===== config.mk =====
export PLATFORM = sky130hd
export DESIGN_NAME = grid_gradient_stencil
export DESIGN_NICKNAME = d
export VERILOG_FILES = /design/src/ggs_pkg.sv /design/src/grid_gradient_stencil.sv
export SDC_FILE = /design/constraint.sdc
export NUM_CORES = 2
export LEC_CHECK = 0
export ABC_AREA = 1
export BUFFER_PORTS_ARGS = -buffer_cell sky130_fd_sc_hd__buf_2
export CAP_MARGIN = 30
export CORE_AREA = 2 2 516 518
export DETAILED_ROUTE_END_ITERATION = 7
export DIE_AREA = 0 0 518 520
export PLACE_DENSITY = 0.55
export SYNTH_ARGS = -nofsm -noshare
export SYNTH_HDL_FRONTEND = slang
export SYNTH_SLANG_ARGS = --single-unit

===== constraint.sdc =====
create_clock -name clk -period 6 [get_ports clk]
set_input_delay 0.3 -clock clk [delete_from_list [all_inputs] [get_ports clk]]
set_output_delay 0.3 -clock clk [all_outputs]
set_load 0.02 [all_outputs]

===== src/ggs_pkg.sv =====
// shared types and constants for the grid gradient stencil
package ggs_pkg;

    localparam int GRID_SIZE_DEFAULT = 64;

    localparam logic KIND_SAMPLE = 1'b0;
    localparam logic KIND_FLUSH  = 1'b1;

    typedef struct packed {
        logic               kind;
        logic signed [15:0] potential;
    } in_item_t;

    typedef struct packed {
        logic signed [15:0] grad_x;
        logic signed [15:0] grad_y;
        logic [5:0]         out_row;
        logic [5:0]         out_col;
        logic               frame_last;
    } out_item_t;

endpackage


===== src/grid_gradient_stencil.sv =====
// central-difference gradient of a square grid streamed in raster order
//
// user notes: samples of a GRID_SIZE x GRID_SIZE grid arrive in raster order, one
// transaction per cycle unless stalled, and each grid point's gradient leaves one row
// behind the input; the last row is drained by GRID_SIZE flush transactions once the
// whole grid has arrived. one transaction is accepted every cycle unless stalled, and
// its result, if any, is registered, in the skid register while the output is held;
// a two-deep output stage (result register plus skid register) lets input continue
// while a result waits, and sample_stall rises only while the skid register is
// occupied. the two line stores are single-write, single-read memories with registered
// read data, read ahead along the row so that the stencil window sits in registers at
// acceptance. the line stores need no clearing pass: an entry is always written before
// its value is used. out_row and out_col carry the low six bits of the indices
module grid_gradient_stencil #(
    parameter int GRID_SIZE = ggs_pkg::GRID_SIZE_DEFAULT
) (
    input  logic              clk,
    input  logic              rst_n,
    input  logic              sample_valid,
    output logic              sample_stall,
    input  ggs_pkg::in_item_t sample,
    output logic              grad_valid,
    input  logic              grad_stall,
    output ggs_pkg::out_item_t grad
);

    localparam int COL_W = $clog2(GRID_SIZE);
    localparam int ROW_W = $clog2(GRID_SIZE + 1);

    // line stores
    logic signed [15:0] mid_mem [GRID_SIZE];
    logic signed [15:0] up_mem  [GRID_SIZE];

    // stencil window: left and centre in registers, right and up from read data
    logic signed [15:0] win_l_reg;
    logic signed [15:0] win_c_reg;
    logic signed [15:0] mid_rd_reg;
    logic signed [15:0] up_rd_reg;

    logic [ROW_W-1:0] in_row_reg;
    logic [COL_W-1:0] in_col_reg;

    // output register and skid register
    logic               out_valid_reg;
    ggs_pkg::out_item_t out_data_reg;
    logic               skid_valid_reg;
    ggs_pkg::out_item_t skid_data_reg;

    logic               accept;
    logic               sample_ok;
    logic               flush_ok;
    logic               shift_en;
    logic               has_result;
    logic               col_last;
    logic               row_full;
    logic [COL_W:0]     col_p1;
    logic [COL_W:0]     col_p2;
    logic [COL_W-1:0]   addr_up;
    logic [COL_W-1:0]   addr_mid;
    logic [ROW_W-1:0]   row_idx;
    logic [ROW_W+5:0]   row_ext;
    logic [COL_W+5:0]   col_ext;

    logic               up_in;
    logic               dn_in;
    logic               lf_in;
    logic               rt_in;
    logic signed [15:0] ctr;
    logic signed [15:0] up_v;
    logic signed [15:0] dn_v;
    logic signed [15:0] lf_v;
    logic signed [15:0] rt_v;
    logic signed [15:0] uy;
    logic signed [15:0] dy;
    logic signed [15:0] lx;
    logic signed [15:0] rx;
    logic signed [16:0] dx;
    logic signed [16:0] dyy;
    ggs_pkg::out_item_t result;

    logic               out_take;

    assign sample_stall = skid_valid_reg;
    assign accept       = sample_valid && !sample_stall;

    assign row_full  = (in_row_reg == ROW_W'(GRID_SIZE));
    assign col_last  = (in_col_reg == COL_W'(GRID_SIZE - 1));
    assign sample_ok = (sample.kind == ggs_pkg::KIND_SAMPLE) && !row_full;
    assign flush_ok  = (sample.kind == ggs_pkg::KIND_FLUSH) && row_full;
    assign shift_en  = accept && (sample_ok || flush_ok);
    // no result while row zero arrives
    assign has_result = (sample_ok && (in_row_reg != '0)) || flush_ok;

    // read-ahead addresses: upper one column ahead, middle two ahead, wrapping
    always_comb
    begin
        col_p1 = {1'b0, in_col_reg} + (COL_W + 1)'(1);
        col_p2 = {1'b0, in_col_reg} + (COL_W + 1)'(2);
        if (col_p1 >= (COL_W + 1)'(GRID_SIZE))
        begin
            col_p1 = col_p1 - (COL_W + 1)'(GRID_SIZE);
        end
        if (col_p2 >= (COL_W + 1)'(GRID_SIZE))
        begin
            col_p2 = col_p2 - (COL_W + 1)'(GRID_SIZE);
        end
        addr_up  = col_p1[COL_W-1:0];
        addr_mid = col_p2[COL_W-1:0];
    end

    always_ff @(posedge clk)
    begin
        if (shift_en)
        begin
            if (sample_ok)
            begin
                mid_mem[in_col_reg] <= sample.potential;
                up_mem[in_col_reg]  <= win_c_reg;
            end
            mid_rd_reg <= mid_mem[addr_mid];
            up_rd_reg  <= up_mem[addr_up];
            win_l_reg  <= win_c_reg;
            win_c_reg  <= mid_rd_reg;
        end
    end

    always_ff @(posedge clk or negedge rst_n)
    begin
        if (!rst_n)
        begin
            in_row_reg <= '0;
            in_col_reg <= '0;
        end
        else if (shift_en)
        begin
            if (col_last)
            begin
                in_col_reg <= '0;
                if (sample_ok)
                begin
                    in_row_reg <= in_row_reg + ROW_W'(1);
                end
                else
                begin
                    // drain done, ready for the next frame
                    in_row_reg <= '0;
                end
            end
            else
            begin
                in_col_reg <= in_col_reg + COL_W'(1);
            end
        end
    end

    // stencil arithmetic
    always_comb
    begin
        ctr  = win_c_reg;
        up_v = up_rd_reg;
        dn_v = sample.potential;
        lf_v = win_l_reg;
        rt_v = mid_rd_reg;

        up_in = sample_ok ? (in_row_reg >= ROW_W'(2)) : 1'b1;
        dn_in = sample_ok;
        lf_in = (in_col_reg != '0);
        rt_in = !col_last;

        // mirror missing neighbours from the opposite side
        uy = up_in ? up_v : dn_v;
        dy = dn_in ? dn_v : up_v;
        lx = lf_in ? lf_v : rt_v;
        rx = rt_in ? rt_v : lf_v;

        // zero neighbour takes the centre, first match only
        if (dn_in && dn_v == 16'sd0)
        begin
            dy = ctr;
        end
        else if (up_in && up_v == 16'sd0)
        begin
            uy = ctr;
        end
        else if (rt_in && rt_v == 16'sd0)
        begin
            rx = ctr;
        end
        else if (lf_in && lf_v == 16'sd0)
        begin
            lx = ctr;
        end

        dx  = {lx[15], lx} - {rx[15], rx};
        dyy = {uy[15], uy} - {dy[15], dy};

        row_idx = sample_ok ? (in_row_reg - ROW_W'(1)) : ROW_W'(GRID_SIZE - 1);
        row_ext = {6'b0, row_idx};
        col_ext = {6'b0, in_col_reg};

        result.grad_x     = (ctr == 16'sd0) ? 16'sd0 : dx[16:1];
        result.grad_y     = (ctr == 16'sd0) ? 16'sd0 : dyy[16:1];
        result.out_row    = row_ext[5:0];
        result.out_col    = col_ext[5:0];
        result.frame_last = flush_ok && col_last;
    end

    // output register with skid
    assign out_take = out_valid_reg && !grad_stall;

    always_ff @(posedge clk or negedge rst_n)
    begin
        if (!rst_n)
        begin
            out_valid_reg  <= 1'b0;
            skid_valid_reg <= 1'b0;
        end
        else if (skid_valid_reg)
        begin
            if (out_take)
            begin
                skid_valid_reg <= 1'b0;
            end
        end
        else if (accept && has_result)
        begin
            if (out_valid_reg && !out_take)
            begin
                skid_valid_reg <= 1'b1;
            end
            else
            begin
                out_valid_reg <= 1'b1;
            end
        end
        else if (out_take)
        begin
            out_valid_reg <= 1'b0;
        end
    end

    always_ff @(posedge clk)
    begin
        if (skid_valid_reg)
        begin
            if (out_take)
            begin
                out_data_reg <= skid_data_reg;
            end
        end
        else if (accept && has_result)
        begin
            if (out_valid_reg && !out_take)
            begin
                skid_data_reg <= result;
            end
            else
            begin
                out_data_reg <= result;
            end
        end
    end

    assign grad_valid = out_valid_reg;
    assign grad       = out_data_reg;

endmodule


== Word level (Yosys, flattened, before mapping) ==
Memory sizes are Yosys's and may differ from the RTL's. A register that Yosys moved wholly into a read port is not among the register bits.
Cells that the tools add are included.

* Flip-flop bits (word level): 137
* Memories: 2
* Memory bits (writable): 2048
* Input bits: 21
* Output and inout bits: 47

{| class="wikitable"
|+ Memory list
! name !! words !! width !! rd ports !! clocked after memory_dff !! write ports !! line !! source
|-
| mid_mem || 64 || 16 || 1 || 1 || 1 || grid_gradient_stencil.sv:31 || <nowiki>logic signed [15:0] mid_mem [GRID_SIZE];</nowiki>
|-
| up_mem || 64 || 16 || 1 || 1 || 1 || grid_gradient_stencil.sv:32 || <nowiki>logic signed [15:0] up_mem [GRID_SIZE];</nowiki>
|}

* Add/sub/neg operators: 9
* Magnitude comparators: 3
* Muxes and demuxes: 36
* Bitwise gates (word level): 2
* Eq/ne operators: 5
* Reduce and logical (&&, ||, !) cells: 33

{| class="wikitable"
|+ Operators with widths
! operator !! count
|-
| 16-bit 2-to-1 mux || 16
|-
| 45-bit 2-to-1 mux || 4
|-
| 16-bit logical NOT || 5
|-
| 16-bit by 16-bit subtractor with 17-bit output || 2
|-
| 6-bit 2-to-1 mux || 4
|-
| 6-bit by 1-bit subtractor with 6-bit output (second input constant) || 3
|-
| 7-bit >= comparator (second input constant) || 2
|-
| 1-bit logical AND || 13
|-
| 1-bit 2-to-1 mux || 11
|-
| 3-bit AND reduction || 3
|-
| 6-bit by 1-bit adder with 7-bit output (second input constant) || 1
|-
| 6-bit by 2-bit adder with 7-bit output (second input constant) || 1
|-
| 7-bit by 1-bit adder with 7-bit output (second input constant) || 1
|-
| 7-bit == test (second input constant) || 1
|-
| 7-bit by 2-bit >= comparator with 1-bit output (second input constant) || 1
|-
| 7-bit 2-to-1 mux || 1
|-
| 7-bit nonzero test || 1
|-
| 6-bit by 1-bit adder with 6-bit output (second input constant) || 1
|-
| 6-bit == test (second input constant) || 1
|-
| 6-bit nonzero test || 1
|-
| 1-bit logical NOT || 5
|-
| 2-bit != test (second input constant) || 2
|-
| 2-bit nonzero test || 2
|-
| 1-bit logical OR || 2
|-
| 3 further kinds || 4
|}

== Logic depth before layout (Yosys ltp) ==
* Word-level depth: 12
* Depth in mapped cells: 27

== Worst setup path after synthesis ==
OpenSTA, ideal clock, no wires.

* Path type: reg-to-reg
* Start: register in_row_reg[0]
* End: memory mid_mem[0][0] (enable)
* Stages on the path, launching flop included: 12
* Arrival: 5.601 ns
* Slack: -0.022 ns
* Period minus slack after synthesis: 6.022 ns
* Cells stage by stage: dfrtp_1 -> inv_1 -> ha_1 -> nand2_1 -> nor4_1 -> inv_1 -> ha_1 -> nor2_2 -> inv_1 -> nor2_1 -> nand3_1 -> nor2_1

* Longest elaborated chain between the ends: 7
* Elaborated cells on any way between the ends: 9
* Classes of those cells: 1 x eq/ne; 3 x mux; 5 x reduce/logical

{| class="wikitable"
|+ Ends and longest elaborated chain
! element !! line !! source
|-
| from (decl) || grid_gradient_stencil.sv:40 || <nowiki>logic [ROW_W-1:0] in_row_reg;</nowiki>
|-
| from (signal assigned) || grid_gradient_stencil.sv:141 || <nowiki>in_row_reg <= in_row_reg + ROW_W'(1);</nowiki>
|-
| 7-bit == test * || grid_gradient_stencil.sv:86 || <nowiki>assign row_full = (in_row_reg == ROW_W'(GRID_SIZE));</nowiki>
|-
| 1-bit logical NOT || grid_gradient_stencil.sv:88 || <nowiki>assign sample_ok = (sample.kind == ggs_pkg::KIND_SAMPLE) && !row_full;</nowiki>
|-
| 1-bit logical AND || grid_gradient_stencil.sv:88 ||
|-
| 1-bit logical OR * || grid_gradient_stencil.sv:90 || <nowiki>assign shift_en = accept && (sample_ok || flush_ok);</nowiki>
|-
| 1-bit logical AND * || grid_gradient_stencil.sv:90 ||
|-
| named net shift_en || grid_gradient_stencil.sv:52 || <nowiki>logic shift_en;</nowiki>
|-
| 1-bit 2-to-1 mux * || grid_gradient_stencil.sv:113 || <nowiki>if (shift_en)</nowiki>
|-
| 1-bit 2-to-1 mux (implied by the code) * || grid_gradient_stencil.sv:117 || <nowiki>mid_mem[in_col_reg] <= sample.potential;</nowiki>
|-
| to (decl) || grid_gradient_stencil.sv:31 ||
|}

Mark *: on every way through the listed nets, which the timed path passes. The rest lies on a longest branch.

==> impl_summary.txt <==
----------------------------------------------------
[STA]
  Final Hold Fails ... 0
  Fmax ... 0.197 GHz
  Setup repair after global routing missed its margin ... no
  Final setup vio count ... 0
  Final-layout setup total negative slack ... 0 ns
  Clk_skew ... 0.0531 ns
  Transition time at the pin with the least slew margin ... 1.29 ns
  Post-route worst setup slack ... 0.926 ns
  Final number of max-transition violations ... 0
  Worst slew margin relative to its limit ... 0.138
  Part of the cycle the worst path needs ... 0.846
  Final critical-path required period ... 5.07 ns

[Power and ir drop]
  Part of the power in combinational logic ... 0.383
  Peak VDD IR ... 0.000539 V
  Net switching component of the power ... 0.0209 W
  Design Power ... 0.0523 W
  Fraction of power consumed by sequential logic ... 0.355
  Static Leak ... 33.1 nW
  Power Density ... 512 mW/mm^2
  Internal Dissipation ... 0.0314 W
  Sw Ratio ... 0.400
  Clock network fraction of total power ... 0.262

[Finish]
  Fillers ... 24700
  Registers with the most flip-flops ... mid_mem: 1024 flops, up_mem: 1024 flops
  Relative area change from synthesis to final layout ... 14.3%
  Fraction of layout cells with a size suffix above 1 ... 0.104
  Multi-input logic area ... 0.0211 mm^2
  Util after Layout ... 0.387
  Final design instance area without fill ... 0.102 mm^2
  Area taken by flip-flops and latches ... 0.0665 mm^2
  Final layout net count ... 6714

[Clocking]
  Worst-Skew Late Latency ... 0.90 ns
  Cts hold-fix bufs ... 10
  Clock-pin slew reported for the worst setup and hold paths after clock tree synthesis ... 0.06 ns
  Largest buffer count on any clock path ... 3
  Post-CTS repair timing setup buffer count ... 0
  TritonCTS Buffers ... 226
  TritonCTS Sinks ... 2217
  Post-cts repair resize count ... 0
  TritonCTS clock tree ... built
  Clock root buffer ... clkbuf_16
  H-Tree Depth ... 4

[Min path]
  Worst min path class ... in2reg

[Synth]
  Number of distinct library cell variants in the gate-level netlist after synthesis ... 53
  Number of warning messages in the yosys log ... 0
  Synthesized-area fraction occupied by ao, oa, aoi and oai cells ... 0.115
  Async set-reset flop share out of synthesis ... 0.00677
  Sequential area share after synthesis ... 0.743
  Number of cells produced by synthesis ... 6580
  Count of flip-flops with a built-in enable after synthesis ... 2202
  Area share of and/or/nand/nor cells after synthesis ... 0.0816
  Area of the mapped netlist ... 0.0894 mm^2
  Adder-cell share of the synthesized area ... 0.00632
  Mean instance size in the synthesized netlist ... 13.6 um^2
  Post-synthesis share of cell area spent on xor and xnor gates ... 0.000671
  Synth Flop Type ... edfxtp_1
  Largest family of logic cells by synthesized area ... compound AO/OA/AOI/OAI gates
  Number of flip-flops and latches in the synthesized netlist ... 2217
  Synthesized Nets ... 6645
  Mux cell area share after synthesis ... 0.0266

[Global route]
  Via count of the first global-routing pass ... 53800
  Pin count of the biggest net entering global routing ... 157
  Number of antenna violations at the first check in global routing ... 7
  Wire length of the first global-routing pass ... 379000 um
  Total grt overflow ... 0
  Total GRT Usage ... 0.188

[Routing]
  Routed Wire Length ... 260000 um
  Number of nets with antenna violations after routing ... 0
  Drt first-iter violations ... 6388
  Routed vias ... 56500
  Post-route DRC violation count ... 0
  Detailed-routing iteration count for the pre-antenna-repair pass ... 8
  Routed via count divided by cell count ... 5.44
  Drt wl/cell ... 25.1 um

[Placed design]
  DP HPWL ... 145000 um
  Number of input and output port buffers inserted ... 67
  Worst slack at placement ... 0.976 ns
  Instance area at placement ... 0.0949 mm^2
  Final Wtd Congestion ... 0.858

[Critical path]
  Worst endpoint required time ... 6.60 ns
  Critical path start-end classification ... reg2reg
  CP Max Fanout ... 33
  Endpoint type of the worst setup path ... register
  Data arrival time at the worst-slack endpoint ... 5.68 ns
  Startpoint class of the critical path ... register

[Floorplanning]
  Number of placed I/O pins ... 68
  Number of cell rows ... 189
  Die H ... 520 um
  Initial Util ... 0.339
  Floorplan die width ... 518 um
  Floorplan die area ... 0.269 mm^2
  Core region area ... 0.264 mm^2

[Run status]
  Result of the run ... finished, final reports clean

[Run]
  Max-capacitance violation count ... 0

----------------------------------------------------
[cell usage after synthesis (all sizes together) (71+ instances only)]
library cell	number	share of area
clkbuf	299	0.013
o22ai	277	0.019
nand2	324	0.014
nor2	1195	0.051
a21oi	71	0.0041
o221ai	258	0.025
o21ai	966	0.054
edfxtp	2202	0.74
buf	147	0.0092
nand3	247	0.014
inv	116	0.0049
mux2i	238	0.027
[area by class of cell]
class | count | share of cell area
diodes | 2 | 0.0000490
clock buffers | 281 | 0.0577
clock inverters | 140 | 0.0128
inverters | 118 | 0.00455
multi-input cells | 3799 | 0.207
flip-flops and latches | 2217 | 0.651
well taps | 3533 | 0.0432
repair buffers | 287 | 0.0241
[per-layer routing]
| metal | GRT usage | vias up | part of all wire | routed length, um |
|---|---|---|---|---|
| met3 | 0.0302 | 353 | 0.079 | 20700 |
| met1 | 0.273 | 28700 | 0.44 | 114000 |
| met4 | 0.0567 | 2 | 0.027 | 7140 |
| met5 | 0 | - | 0.000050 | 13 |
| li1 | - | 25100 | - | - |
| met2 | 0.289 | 2267 | 0.45 | 118000 |
[cell usage in the layout (no fill, tap or decap), drive strengths merged]
| cell type | Yosys | final |
|---|---|---|
| nand2 | 324 | 324 |
| o22ai | 277 | 277 |
| o31ai | 17 | 17 |
| and3 | 1 | 1 |
| xor2 | 4 | 4 |
| o32ai | 44 | 44 |
| or2 | 1 | 1 |
| o21a | 3 | 3 |
| a31oi | 3 | 3 |
| clkinv | 2 | 113 |
| nand3b | 4 | 4 |
| a2111oi | 1 | 1 |
| a221oi | 1 | 1 |
| diode | 0 | 2 |
| o21ai | 966 | 966 |
| xnor2 | 2 | 2 |
| edfxtp | 2202 | 2202 |
| a211oi | 1 | 1 |
| ha | 42 | 42 |
| nand3 | 247 | 247 |
| nor3 | 17 | 17 |
| inv | 116 | 124 |
| nor4 | 4 | 4 |
| o221ai | 258 | 258 |
| buf | 147 | 277 |
| a21o | 3 | 3 |
| fa | 2 | 2 |
| nand4 | 14 | 14 |
| o21bai | 2 | 2 |
| o211ai | 54 | 54 |
| clkbuf | 299 | 281 |
| dfrtp | 15 | 15 |
| o221a | 1 | 1 |
| a21oi | 71 | 71 |
| dlygate4sd3 | 0 | 10 |
| nor2 | 1195 | 1195 |
| a21boi | 2 | 2 |
| bufinv | 0 | 17 |
| mux2i | 238 | 238 |
| clkinvlp | 0 | 4 |
[worst paths after layout]
check / start / endpoint / slack (ns) / depth (start not counted)
max in group asynchronous: rst_n / in_col_reg[0] / 4.63 / 3
min in group asynchronous: rst_n / in_row_reg[5] / 0.67 / 3
hold reg to reg: skid_data_reg[36] / grad[36] / 0.52 / 2
setup reg to reg: in_row_reg[0] / grad[24] / 0.93 / 27
hold / removal: sample[0] / mid_mem[27][0] / 0.07 / 2
setup / recovery: in_row_reg[0] / grad[24] / 0.93 / 27
[power groups by stage]
stage | logic (W) | registers [W] | clock network [W]
finish | 0.0200 | 0.0185 | 0.0137
floorplan | 0.0119 | 0.0190 | 0
global placement | 0.0196 | 0.0189 | 0
global route | 0.0217 | 0.0186 | 0.0145
detailed placement | 0.0198 | 0.0189 | 0
CTS | 0.0199 | 0.0185 | 0.0139
[metrics by stage]
step | hold slack, ns | std cells
floorplan | 0.00441 | 6580
global placement | 0.274 | 9940
detailed placement | 0.277 | 9944
global route | 0.0351 | 10400
CTS | 0.00351 | 10400
finish | 0.0690 | 10400
[critical path, stage by stage (launching register included)]
cell and delay, ns:
dfrtp_1 0.42, inv_1 0.22, ha_1 0.19, nand2_1 0.07, nor4_1 0.31, inv_1 0.08
ha_1 0.32, nand2_1 0.15, nor2_1 0.06, nand2_2 0.44, nand3_2 0.20, nor2_4 0.38
nand2_1 0.09, o211ai_1 0.17, fa_1 0.27, nand3_1 0.10, nand3_1 0.11, nand2_1 0.08
a31oi_1 0.18, inv_1 0.09, o21a_1 0.20, o21ai_1 0.22, a21o_1 0.17, nand2_1 0.05
nand2_1 0.06, nor2_1 0.08, nand2_1 0.06, nand2_1 0.05
[cells by family (layout without fill, tap and decap cells)]
group | after synthesis | after routing
compound gates | 1704 | 1704
xor+xnor | 6 | 6
fa+ha+maj | 44 | 44
buf+inv | 564 | 826
flops | 2217 | 2217
mux | 238 | 238
other cells | 0 | 2
simple gates | 1807 | 1807
Power figures use the tool's default switching activity.
